[config.mk]
export PLATFORM = sky130hd
export DESIGN_NAME = mixed_radix_index_counter
export DESIGN_NICKNAME = d
export VERILOG_FILES = /design/src/rtl/mrc_pkg.sv /design/src/rtl/mrc_div.sv /design/src/rtl/mrc_mul.sv /design/src/rtl/mixed_radix_index_counter.sv
export SDC_FILE = /design/constraint.sdc
export NUM_CORES = 1
export LEC_CHECK = 0
export ABC_AREA = 1
export BUFFER_PORTS_ARGS = -buffer_cell sky130_fd_sc_hd__buf_4
export CORE_MARGIN = 2
export CORE_UTILIZATION = 49
export CTS_CLUSTER_SIZE = 40
export DETAILED_ROUTE_END_ITERATION = 16
export PLACE_DENSITY = 0.67
export SETUP_SLACK_MARGIN = 0.5
export SLEW_MARGIN = 10
export SYNTH_ARGS = -nofsm -noshare
export SYNTH_HDL_FRONTEND = slang
export SYNTH_HIERARCHICAL = 1
export SYNTH_SLANG_ARGS = --single-unit
[constraint.sdc]
create_clock -name clk -period 8.6 [get_ports clk]
set_clock_uncertainty 0.05 [all_clocks]
set_input_delay 0.43 -clock clk [delete_from_list [all_inputs] [get_ports clk]]
set_output_delay 0.43 -clock clk [all_outputs]
set_load 0.01 [all_outputs]
[src/rtl/mrc_pkg.sv]
// ----------------------------------------------------------------------------
// mrc_pkg
// Shared types and constants of the mixed-radix index counter: commands,
// sequencer states and the request/response bundles of the serial units.
// ----------------------------------------------------------------------------
package mrc_pkg;

	localparam int MAX_DIMS    = 4;
	localparam int RADIX_W     = 9;
	localparam int FLAT_W      = 32;
	localparam int CMD_W       = 2;
	localparam int CFG_IDX_W   = 2;
	localparam int OUT_DIGIT_W = 8;

	typedef enum logic [CMD_W-1:0] {
		CMD_CLEAR = 2'd0,
		CMD_LOAD  = 2'd1,
		CMD_STEP  = 2'd2,
		CMD_READ  = 2'd3
	} cmd_t;

	typedef enum logic [2:0] {
		ST_IDLE,
		ST_LOAD_START,
		ST_LOAD_WAIT,
		ST_STEP,
		ST_SUM_INIT,
		ST_SUM_START,
		ST_SUM_WAIT,
		ST_FINISH
	} state_t;

	typedef struct packed {
		logic               start;
		logic [FLAT_W-1:0]  dividend;
		logic [RADIX_W-1:0] divisor;
	} div_req_t;

	typedef struct packed {
		logic               done;
		logic [FLAT_W-1:0]  quotient;
		logic [RADIX_W-1:0] remainder;
	} div_rsp_t;

	typedef struct packed {
		logic               start;
		logic [FLAT_W-1:0]  mcand;
		logic [RADIX_W-1:0] mplier;
		logic [FLAT_W-1:0]  addend;
	} mul_req_t;

	typedef struct packed {
		logic              done;
		logic [FLAT_W-1:0] result;
	} mul_rsp_t;

endpackage

[src/rtl/mrc_div.sv]
// ----------------------------------------------------------------------------
// mrc_div
// Bit-serial restoring divider: 32-bit dividend by 9-bit divisor, one
// quotient bit per cycle, done pulse registered together with the last bit.
// ----------------------------------------------------------------------------
module mrc_div (
	input  logic              clk,
	input  logic              arst_n,
	input  mrc_pkg::div_req_t req,
	output mrc_pkg::div_rsp_t rsp
);

	localparam int CNT_W = $clog2(mrc_pkg::FLAT_W);

	logic                        busy_q;
	logic                        done_q;
	logic [CNT_W-1:0]            cnt_q;
	logic [mrc_pkg::FLAT_W-1:0]  quo_q;
	logic [mrc_pkg::RADIX_W-1:0] rem_q;
	logic [mrc_pkg::RADIX_W-1:0] div_q;

	logic [mrc_pkg::RADIX_W:0]   rem_sh;
	logic                        ge;
	logic [mrc_pkg::RADIX_W-1:0] rem_nx;

	always_comb begin
		rem_sh = {rem_q, quo_q[mrc_pkg::FLAT_W-1]};
		ge     = rem_sh >= {1'b0, div_q};
		rem_nx = ge ? mrc_pkg::RADIX_W'(rem_sh - {1'b0, div_q})
		            : rem_sh[mrc_pkg::RADIX_W-1:0];
	end

	always_ff @(posedge clk or negedge arst_n) begin
		if (!arst_n) begin
			busy_q <= 1'b0;
			done_q <= 1'b0;
			cnt_q  <= '0;
		end else begin
			done_q <= 1'b0;
			if (req.start) begin
				busy_q <= 1'b1;
				cnt_q  <= '0;
			end else if (busy_q) begin
				cnt_q <= cnt_q + 1'b1;
				if (cnt_q == CNT_W'(mrc_pkg::FLAT_W - 1)) begin
					busy_q <= 1'b0;
					done_q <= 1'b1;
				end
			end
		end
	end

	always_ff @(posedge clk) begin
		if (req.start) begin
			quo_q <= req.dividend;
			rem_q <= '0;
			div_q <= req.divisor;
		end else if (busy_q) begin
			quo_q <= {quo_q[mrc_pkg::FLAT_W-2:0], ge};
			rem_q <= rem_nx;
		end
	end

	assign rsp.done      = done_q;
	assign rsp.quotient  = quo_q;
	assign rsp.remainder = rem_q;

endmodule

[src/rtl/mrc_mul.sv]
// ----------------------------------------------------------------------------
// mrc_mul
// Bit-serial shift-add multiply-accumulate: mcand * mplier + addend modulo
// 2^32, one multiplier bit per cycle, done pulse after the last bit.
// ----------------------------------------------------------------------------
module mrc_mul (
	input  logic              clk,
	input  logic              arst_n,
	input  mrc_pkg::mul_req_t req,
	output mrc_pkg::mul_rsp_t rsp
);

	localparam int CNT_W = $clog2(mrc_pkg::RADIX_W);

	logic                        busy_q;
	logic                        done_q;
	logic [CNT_W-1:0]            cnt_q;
	logic [mrc_pkg::FLAT_W-1:0]  mcand_q;
	logic [mrc_pkg::RADIX_W-1:0] mplier_q;
	logic [mrc_pkg::FLAT_W-1:0]  prod_q;

	always_ff @(posedge clk or negedge arst_n) begin
		if (!arst_n) begin
			busy_q <= 1'b0;
			done_q <= 1'b0;
			cnt_q  <= '0;
		end else begin
			done_q <= 1'b0;
			if (req.start) begin
				busy_q <= 1'b1;
				cnt_q  <= '0;
			end else if (busy_q) begin
				cnt_q <= cnt_q + 1'b1;
				if (cnt_q == CNT_W'(mrc_pkg::RADIX_W - 1)) begin
					busy_q <= 1'b0;
					done_q <= 1'b1;
				end
			end
		end
	end

	always_ff @(posedge clk) begin
		if (req.start) begin
			mcand_q  <= req.mcand;
			mplier_q <= req.mplier;
			prod_q   <= req.addend;
		end else if (busy_q) begin
			if (mplier_q[0]) begin
				prod_q <= prod_q + mcand_q;
			end
			mcand_q  <= {mcand_q[mrc_pkg::FLAT_W-2:0], 1'b0};
			mplier_q <= {1'b0, mplier_q[mrc_pkg::RADIX_W-1:1]};
		end
	end

	assign rsp.done   = done_q;
	assign rsp.result = prod_q;

endmodule

[src/rtl/mixed_radix_index_counter.sv]
// ----------------------------------------------------------------------------
// mixed_radix_index_counter
// Mixed-radix digit counter with clear, load from flat index, step and read.
// ----------------------------------------------------------------------------
// One command is worked on at a time; the next one is taken as soon as the
// sequencer is back in idle, even while the previous result still waits at
// the output register. A load runs the bit-serial divider once per
// dimension; the flat index is then rebuilt by the bit-serial multiplier,
// once per dimension below the top one. A step walks up the dimensions
// only as far as the carry runs. Radix writes land on the next edge;
// dimensions at or above NUM_DIMS read as zero.
module mixed_radix_index_counter #(
	parameter int NUM_DIMS   = 4,
	parameter int DIGIT_BITS = 8
) (
	input  logic                                clk,
	input  logic                                arst_n,
	input  logic                                cfg_en,
	input  logic [mrc_pkg::CFG_IDX_W-1:0]       cfg_index,
	input  logic [mrc_pkg::RADIX_W-1:0]         cfg_data,
	input  logic                                in_valid,
	output logic                                in_stall,
	input  logic [mrc_pkg::CMD_W-1:0]           command,
	input  logic [mrc_pkg::FLAT_W-1:0]          flat_in,
	output logic                                out_valid,
	input  logic                                out_stall,
	output logic [mrc_pkg::FLAT_W-1:0]          flat_out,
	output logic [mrc_pkg::OUT_DIGIT_W-1:0]     digit_0,
	output logic [mrc_pkg::OUT_DIGIT_W-1:0]     digit_1,
	output logic [mrc_pkg::OUT_DIGIT_W-1:0]     digit_2,
	output logic [mrc_pkg::OUT_DIGIT_W-1:0]     digit_3,
	output logic                                more_left
);

	localparam int DIM_W = (NUM_DIMS > 1) ? $clog2(NUM_DIMS) : 1;
	localparam logic [DIM_W-1:0] DIM_TOP = DIM_W'(NUM_DIMS - 1);
	localparam logic [mrc_pkg::RADIX_W-1:0] RADIX_CAP = mrc_pkg::RADIX_W'(1 << DIGIT_BITS);

	mrc_pkg::state_t state_q, state_nx;

	logic [mrc_pkg::RADIX_W-1:0]     radix_q [NUM_DIMS];
	logic [DIGIT_BITS-1:0]           digits_q [NUM_DIMS];
	logic [DIM_W-1:0]                dim_q;
	logic [mrc_pkg::FLAT_W-1:0]      acc_q;
	logic                            more_q;

	logic                            out_valid_q;
	logic [mrc_pkg::FLAT_W-1:0]      flat_out_q;
	logic [mrc_pkg::OUT_DIGIT_W-1:0] dig_out_q [mrc_pkg::MAX_DIMS];
	logic                            more_out_q;

	logic [mrc_pkg::OUT_DIGIT_W-1:0] dig_view [mrc_pkg::MAX_DIMS];
	logic [mrc_pkg::RADIX_W-1:0]     raw_r;
	logic [mrc_pkg::RADIX_W-1:0]     eff_r;
	logic [DIGIT_BITS-1:0]           cur_dig;
	logic                            dig_lt;
	logic                            in_take;
	logic                            out_free;
	mrc_pkg::cmd_t                   cmd;

	mrc_pkg::div_req_t div_req;
	mrc_pkg::div_rsp_t div_rsp;
	mrc_pkg::mul_req_t mul_req;
	mrc_pkg::mul_rsp_t mul_rsp;

	mrc_div u_div (
		.clk    (clk),
		.arst_n (arst_n),
		.req    (div_req),
		.rsp    (div_rsp)
	);

	mrc_mul u_mul (
		.clk    (clk),
		.arst_n (arst_n),
		.req    (mul_req),
		.rsp    (mul_rsp)
	);

	always_comb begin
		cmd     = mrc_pkg::cmd_t'(command);
		raw_r   = radix_q[dim_q];
		cur_dig = digits_q[dim_q];
		if (raw_r == '0) begin
			eff_r = mrc_pkg::RADIX_W'(1);
		end else if (raw_r > RADIX_CAP) begin
			eff_r = RADIX_CAP;
		end else begin
			eff_r = raw_r;
		end
		dig_lt   = mrc_pkg::RADIX_W'(cur_dig) < (eff_r - 1'b1);
		in_take  = in_valid && !in_stall;
		out_free = !out_valid_q || !out_stall;
	end

	for (genvar k = 0; k < mrc_pkg::MAX_DIMS; k++) begin : g_view
		if (k < NUM_DIMS) begin : g_used
			assign dig_view[k] = mrc_pkg::OUT_DIGIT_W'(digits_q[k]);
		end else begin : g_unused
			assign dig_view[k] = '0;
		end
	end

	// next state
	always_comb begin
		state_nx = state_q;
		case (state_q)
			mrc_pkg::ST_IDLE: begin
				if (in_valid) begin
					case (cmd)
						mrc_pkg::CMD_LOAD: state_nx = mrc_pkg::ST_LOAD_START;
						mrc_pkg::CMD_STEP: state_nx = mrc_pkg::ST_STEP;
						default:           state_nx = mrc_pkg::ST_SUM_INIT;
					endcase
				end
			end
			mrc_pkg::ST_LOAD_START: state_nx = mrc_pkg::ST_LOAD_WAIT;
			mrc_pkg::ST_LOAD_WAIT: begin
				if (div_rsp.done) begin
					state_nx = (dim_q == DIM_TOP) ? mrc_pkg::ST_SUM_INIT
					                              : mrc_pkg::ST_LOAD_START;
				end
			end
			mrc_pkg::ST_STEP: begin
				if (dig_lt || dim_q == DIM_TOP) begin
					state_nx = mrc_pkg::ST_SUM_INIT;
				end
			end
			mrc_pkg::ST_SUM_INIT: begin
				state_nx = (dim_q == '0) ? mrc_pkg::ST_FINISH : mrc_pkg::ST_SUM_START;
			end
			mrc_pkg::ST_SUM_START: state_nx = mrc_pkg::ST_SUM_WAIT;
			mrc_pkg::ST_SUM_WAIT: begin
				if (mul_rsp.done) begin
					state_nx = (dim_q == '0) ? mrc_pkg::ST_FINISH : mrc_pkg::ST_SUM_START;
				end
			end
			mrc_pkg::ST_FINISH: begin
				if (out_free) begin
					state_nx = mrc_pkg::ST_IDLE;
				end
			end
			default: state_nx = mrc_pkg::ST_IDLE;
		endcase
	end

	// outputs of the sequencer
	always_comb begin
		in_stall         = (state_q != mrc_pkg::ST_IDLE);
		div_req.start    = (state_q == mrc_pkg::ST_LOAD_START);
		div_req.dividend = acc_q;
		div_req.divisor  = eff_r;
		mul_req.start    = (state_q == mrc_pkg::ST_SUM_START);
		mul_req.mcand    = acc_q;
		mul_req.mplier   = eff_r;
		mul_req.addend   = mrc_pkg::FLAT_W'(cur_dig);
	end

	always_ff @(posedge clk or negedge arst_n) begin
		if (!arst_n) begin
			state_q     <= mrc_pkg::ST_IDLE;
			out_valid_q <= 1'b0;
			for (int i = 0; i < NUM_DIMS; i++) begin
				radix_q[i]  <= mrc_pkg::RADIX_W'(2);
				digits_q[i] <= '0;
			end
		end else begin
			state_q <= state_nx;
			if (cfg_en && ({1'b0, cfg_index} < (mrc_pkg::CFG_IDX_W + 1)'(NUM_DIMS))) begin
				radix_q[cfg_index[DIM_W-1:0]] <= cfg_data;
			end
			if (state_q == mrc_pkg::ST_FINISH && out_free) begin
				out_valid_q <= 1'b1;
			end else if (!out_stall) begin
				out_valid_q <= 1'b0;
			end
			case (state_q)
				mrc_pkg::ST_IDLE: begin
					if (in_take && cmd == mrc_pkg::CMD_CLEAR) begin
						for (int i = 0; i < NUM_DIMS; i++) begin
							digits_q[i] <= '0;
						end
					end
				end
				mrc_pkg::ST_LOAD_WAIT: begin
					if (div_rsp.done) begin
						digits_q[dim_q] <= div_rsp.remainder[DIGIT_BITS-1:0];
					end
				end
				mrc_pkg::ST_STEP: begin
					digits_q[dim_q] <= dig_lt ? cur_dig + 1'b1 : '0;
				end
				default: begin
				end
			endcase
		end
	end

	always_ff @(posedge clk or negedge arst_n) begin
		if (!arst_n) begin
			dim_q <= '0;
		end else begin
			case (state_q)
				mrc_pkg::ST_IDLE: begin
					if (in_take) begin
						dim_q <= (cmd == mrc_pkg::CMD_LOAD || cmd == mrc_pkg::CMD_STEP)
						         ? '0 : DIM_TOP;
					end
				end
				mrc_pkg::ST_LOAD_WAIT: begin
					if (div_rsp.done && dim_q != DIM_TOP) begin
						dim_q <= dim_q + 1'b1;
					end
				end
				mrc_pkg::ST_STEP: begin
					if (dig_lt) begin
						dim_q <= DIM_TOP;
					end else if (dim_q != DIM_TOP) begin
						dim_q <= dim_q + 1'b1;
					end
				end
				mrc_pkg::ST_SUM_INIT: begin
					if (dim_q != '0) begin
						dim_q <= dim_q - 1'b1;
					end
				end
				mrc_pkg::ST_SUM_WAIT: begin
					if (mul_rsp.done && dim_q != '0) begin
						dim_q <= dim_q - 1'b1;
					end
				end
				default: begin
				end
			endcase
		end
	end

	always_ff @(posedge clk) begin
		case (state_q)
			mrc_pkg::ST_IDLE: begin
				if (in_take) begin
					acc_q <= flat_in;
				end
			end
			mrc_pkg::ST_LOAD_WAIT: begin
				if (div_rsp.done) begin
					acc_q <= div_rsp.quotient;
				end
			end
			mrc_pkg::ST_SUM_INIT: begin
				acc_q  <= mrc_pkg::FLAT_W'(cur_dig);
				more_q <= dig_lt;
			end
			mrc_pkg::ST_SUM_START: begin
				more_q <= more_q || dig_lt;
			end
			mrc_pkg::ST_SUM_WAIT: begin
				if (mul_rsp.done) begin
					acc_q <= mul_rsp.result;
				end
			end
			mrc_pkg::ST_FINISH: begin
				if (out_free) begin
					flat_out_q <= acc_q;
					more_out_q <= more_q;
					for (int i = 0; i < mrc_pkg::MAX_DIMS; i++) begin
						dig_out_q[i] <= dig_view[i];
					end
				end
			end
			default: begin
			end
		endcase
	end

	assign out_valid = out_valid_q;
	assign flat_out  = flat_out_q;
	assign digit_0   = dig_out_q[0];
	assign digit_1   = dig_out_q[1];
	assign digit_2   = dig_out_q[2];
	assign digit_3   = dig_out_q[3];
	assign more_left = more_out_q;

	a_accept_starts_work: assert property (@(posedge clk) disable iff (!arst_n)
		in_take |=> state_q != mrc_pkg::ST_IDLE)
		else $error("accepted beat did not start work");

	a_div_done_in_load: assert property (@(posedge clk) disable iff (!arst_n)
		div_rsp.done |-> state_q == mrc_pkg::ST_LOAD_WAIT)
		else $error("divider finished outside a load");

	a_mul_done_in_sum: assert property (@(posedge clk) disable iff (!arst_n)
		mul_rsp.done |-> state_q == mrc_pkg::ST_SUM_WAIT)
		else $error("multiplier finished outside the index sum");

	a_dim_in_range: assert property (@(posedge clk) disable iff (!arst_n)
		dim_q <= DIM_TOP)
		else $error("dimension counter out of range");

	a_finish_holds: assert property (@(posedge clk) disable iff (!arst_n)
		(state_q == mrc_pkg::ST_FINISH && out_valid && out_stall)
		|=> state_q == mrc_pkg::ST_FINISH && out_valid)
		else $error("result dropped while output held");

endmodule
# --- Yosys cells after proc, flatten, opt, wreduce, memory -nomap -nowiden ---
# Memory sizes are Yosys's and may differ from the RTL's.
# Index checks and enable logic that the tools add are counted.
word_totals:
  reg_bits: 276
  wordCells: 177
  ram_bits: 32
  input_bits: 50
  n_memories: 1
op_classes:
  add_sub_neg: 8
  bitwise_logic: 2
  n_reduce_logical: 34
  order_cmp: 7
  n_eq_ne: 25
  mux: 72
mem_list:
  columns: ["memory", "depth", "word_bits", "read_ports", "rd_clocked_by_memory_dff", "wr", "line_no", "rtl"]
  rows:
  - ["dig_out_q", 4, 8, 4, 0, 4, "mixed_radix_index_counter.sv:49", "logic [mrc_pkg::OUT_DIGIT_W-1:0] dig_out_q [mrc_pkg::MAX_DIMS];"]
ops:
  columns: ["cell", "n"]
  rows:
  - ["$mux 32", 9]
  - ["$pmux 32 s4", 1]
  - ["$pmux 32 s3", 1]
  - ["$mux 9", 8]
  - ["$bwmux 32", 2]
  - ["$mux 8", 7]
  - ["$bwmux 36", 1]
  - ["$add 32x32->32", 1]
  - ["$pmux 3 s8", 1]
  - ["$bmux 9 s2", 1]
  - ["$demux 9 s2", 1]
  - ["$mux 3", 6]
  - ["$ne 2x2->1 const B", 9]
  - ["$mux 1", 17]
  - ["$bmux 8 s2", 1]
  - ["$demux 8 s2", 1]
  - ["$mux 2", 8]
  - ["$eq 3x3->1 const B", 4]
  - ["$ge 10x9->1", 1]
  - ["$mux 5", 2]
  - ["$pmux 2 s5", 1]
  - ["$reduce_bool 2->1", 5]
  - ["$gt 9x9->1 const B", 1]
  - ["$logic_not 9->1", 1]
  - ["other kinds (35)", 58]

# --- Longest topological paths before layout ---
logic_depth:
  word_depth: 12
  depth_mapped: 29
  ltp_nobuf: 27

# --- Modules after synthesis ---
# Netlist, hierarchy kept.
modules_own_cells:
  columns: ["module", "n_inst", "seq_area_each_um2", "area_per_inst_um2", "cells_each"]
  rows:
  - ["mixed_radix_index_counter", 1, 4799.6, 8458.1, 910]
  - ["mrc_mul", 1, 2342.2, 5749.3, 819]
  - ["mrc_div", 1, 1586.5, 2874.0, 328]

# --- Worst setup path after synthesis ---
# OpenSTA, ideal clock, no wires.
synth_path:
  kind: "reg-to-reg"
  start: "reg state_q[0]"
  end: "mem dig_out_q[0][0] in the netlist's numbering (enable)"
  path_slack_ns: 4.248
  arrival_time_ns: 3.792
  required_ns: 8.041
  path_stages_with_launch: 4
  cell_sequence: "dfrtp_1 > buf_2 > nand3_1 > a21oi_1"
synth_rtl:
  columns: ["item", "line_no", "rtl"]
  rows:
  - ["from (decl)", "mixed_radix_index_counter.sv:39", "mrc_pkg::state_t state_q, state_nx;"]
  - ["from (signal assigned)", "mixed_radix_index_counter.sv:161", "state_q <= mrc_pkg::ST_IDLE;"]
  - ["from (signal assigned)", "mixed_radix_index_counter.sv:168", "state_q <= state_nx;"]
  - ["to (decl)", "mixed_radix_index_counter.sv:49", null]

==> impl_results.md <==
- Row count: 68
- TritonCTS Buffers: 34
- First-pass GRT wire length: 71.7 mm
- Post-synth top cells: 838 x nand2_1, 219 x inv_1, 212 x edfxtp_1
- Ys flop type: edfxtp_1
- Area grow syn2layout: 14.2%
- M3 GR Usage: 3.13%
- Via density: 5.21
- Ports: 117
- Die Width: 191 um
- Setup violators final: 0
- Chip Height: 191 um
- Initial DRC count: 1081
- GRT Util Overall: 25.1%
- Share of cells above drive strength 1: 12.4%
- CP Max Fanout: 21
- Final Critical Period: 4.16 ns
- Global routing usage on met1: 32.7%
- Core Footprint: 34500 um2
- Synth Area per Inst: 8.30 um2
- Maximum clock rate: 241 MHz
- Crit share post-route: 48.3%
- Slew Limit Headroom: 23.2%
- Post-synth cell types: 56
- Max-slew violation count: 0
- Clk root buf: clkbuf_16
- Worst-Skew Late Latency: 0.52 ns
- R2R Setup Slk: 4.44 ns
- Worst Hold Class: primary input to register
- Crit Path Class: register to register
- Busiest grt layer: met2
- Die footprint: 36400 um2
- Drt drc: 0
- CTS tree: yes
- Via count: 13.9k
- Starting Density: 49.6%
- Dominant cell type by area after synthesis: edfxtp_1
- Max-cap violation count: 0
- Largest net degree at the start of global routing: 68
- DP Wirelength: 31.6 mm
- Final hold violation count: 0
- Nets: 2291
- End-of-flow core utilization: 56.6%
- Endpoint required time on the critical path: 8.99 ns
- Async set-reset flop share out of synthesis: 28.2%
- CP arrival: 4.55 ns
- Antenna violations before repair: 0
- Vias in the first global route: 13.7k
- HP Start: out_stall
- Status: finished, final reports clean
- CTS clk-pin slew, worst paths: 0.06 ns
- YS warnings: 6
- EDFF count, synth: 212
- Post-Route WL: 45.0 mm
- Setup TNS: 0 ns
- Synth Register Bits: 308
- Overflow after GRT: 0
- Reg2reg end: dig_view[0]$_DFFE_PN0P_
- Share of the synthesized area in the top cell type: 37.3%
- Hold depth: 3
- Seq/Total Area, Yosys: 51.1%
- Antenna viol nets, final: 0
- Total number of H-tree levels: 2
- Grt met2 use: 43.3%
- CP Launch Type: register
- CTS Sinks: 308
- Hold endpoint: out_valid$_DFFE_PN0P_
- Worst r2r src: dim_q[1]$_DFFE_PN0P_
- R2R cell count: 19
- Mapped Cells: 2057
- First drt pass iteration count: 6
- Mapped Area: 17100 um2
- CP Capture Type: register
- Count leader, synth: nand2_1
- RSZ-0062 raised after global routing: no
- Area contributors post-synth: edfxtp_1 37%, nand2_1 18%, dfrtp_1 12%, inv_1 4.8%, ha_1 4.3%
- Inserted Diodes: 0
- Port Buffers: 116
- RD Place Congestion: 0.897
- Worst Max-Slew Pin Slew: 1.15 ns
- CTS max path bufs: 3
- Post-cts resize count: 0
- Routed len/inst: 16.9 um
-- worst max path at each step --
stage | from | end | slack, ns | cells past startpoint
after floorplan | state_q[0]$_DFFE_PN0P_ | dig_out_q[0][0]$_DFFE_PP_ | 4.25 | 3
after detailed placement | dim_q[1]$_DFFE_PN0P_ | dig_view[0]$_DFFE_PN0P_ | 4.48 | 19
after global placement | dim_q[1]$_DFFE_PN0P_ | dig_view[0]$_DFFE_PN0P_ | 4.69 | 21
after CTS | dim_q[1]$_DFFE_PN0P_ | dig_view[0]$_DFFE_PN0P_ | 4.47 | 19
after global routing | dim_q[0]$_DFFE_PN0P_ | dig_view[0]$_DFFE_PN0P_ | 4.06 | 24
final | dim_q[1]$_DFFE_PN0P_ | dig_view[0]$_DFFE_PN0P_ | 4.44 | 19
-- final cells by class --
cell class / count / area, um2
repair buffers: 130 / 978
clock inverters: 10 / 128
inverters: 237 / 896
multi-input cells: 1469 / 7220
well taps: 455 / 569
flip-flops and latches: 308 / 8730
clock buffers: 50 / 985
fillers: 3153 / 15000
-- cells in the final DEF, fill, tap and decap left out, types with 13 or more instances in the layout --
cell type | synthesis | final
nand2_1 | 838 | 837
inv_1 | 219 | 219
edfxtp_1 | 212 | 212
buf_4 | 8 | 129
nand3_1 | 103 | 103
o21ai_0 | 84 | 84
dfrtp_1 | 83 | 83
nor2_1 | 83 | 78
ha_1 | 59 | 59
a21oi_1 | 58 | 57
clkbuf_16 | 0 | 37
nand2_2 | 27 | 28
a22oi_1 | 24 | 24
a21boi_1 | 24 | 24
conb_1 | 1 | 24
nor2_2 | 13 | 15
nand3_2 | 14 | 14
nor3_1 | 13 | 13
nand3b_1 | 13 | 13
-- routing by layer --
metal	vias to the layer above	routed length [um]
met5	-	0
met4	0	1360
met3	86	2250
met2	412	21800
met1	6480	19600
li1	6885	-
-- state kept, by name (all words and copies together), names as in the netlist, 2 cells and up --
signal / flops
acc_q: 32
dig_out_q: 32
dig_view: 32
dim_q: 2
flat_out: 32
radix_q: 36
state_q: 3
u_div/cnt_q: 5
u_div/div_q: 9
u_div/quo_q: 32
u_div/rem_q: 9
u_mul/cnt_q: 4
u_mul/mcand_q: 32
u_mul/mplier_q: 9
u_mul/prod_q: 32
-- kinds of logic after synthesis --
logic type               Yosys count  synth area share, %
other                              1               0.0220
flip-flops                       308                 51.1
AO/OA/AOI/OAI                    230                 8.04
buffers and inverters            303                 7.37
adder cells (fa/ha/maj)           61                 4.56
AND/OR/NAND/NOR                 1133                 27.8
XOR/XNOR                          21                 1.08
-- metrics by stage --
step           hold slack, ns  setup WS, ns  instance area [um2]  instances
2_1_floorplan          0.0844          4.25                17200       2080
3_5_place_dp            0.312          4.48                18400       2598
6_report                0.136          4.44                19500       2659
4_1_cts                 0.120          4.47                19500       2659
3_3_place_gp            0.308          4.69                18400       2598
5_1_grt                 0.144          4.06                19500       2659
-- worst max-delay path: stages (launching register included) --
cell and delay (ns):
dfrtp_1 0.88, inv_4 0.23, nand3_1 0.17, nand2_2 0.10, inv_2 0.17, or2_1 0.14, nand2_1 0.09, inv_1 0.09
ha_1 0.19, inv_1 0.08, nor3_1 0.22, xor2_1 0.19, ha_1 0.28, a21oi_1 0.16, nor2_1 0.10, o21ai_4 0.41
nand2_4 0.12, clkinv_2 0.13, nand3_1 0.09, a21oi_1 0.17
-- timing repair --
| action | 4_1_cts | 5_1_grt |
|---|---|---|
| setup buffers | 0 | 0 |
| endpoints found under the hold margin | 26 | 0 |
| hold buffers | 1 | 0 |
Power is left out: the tool's default activity adds up to more than one toggle a clock period on the data nets, which glitch-free logic cannot reach.
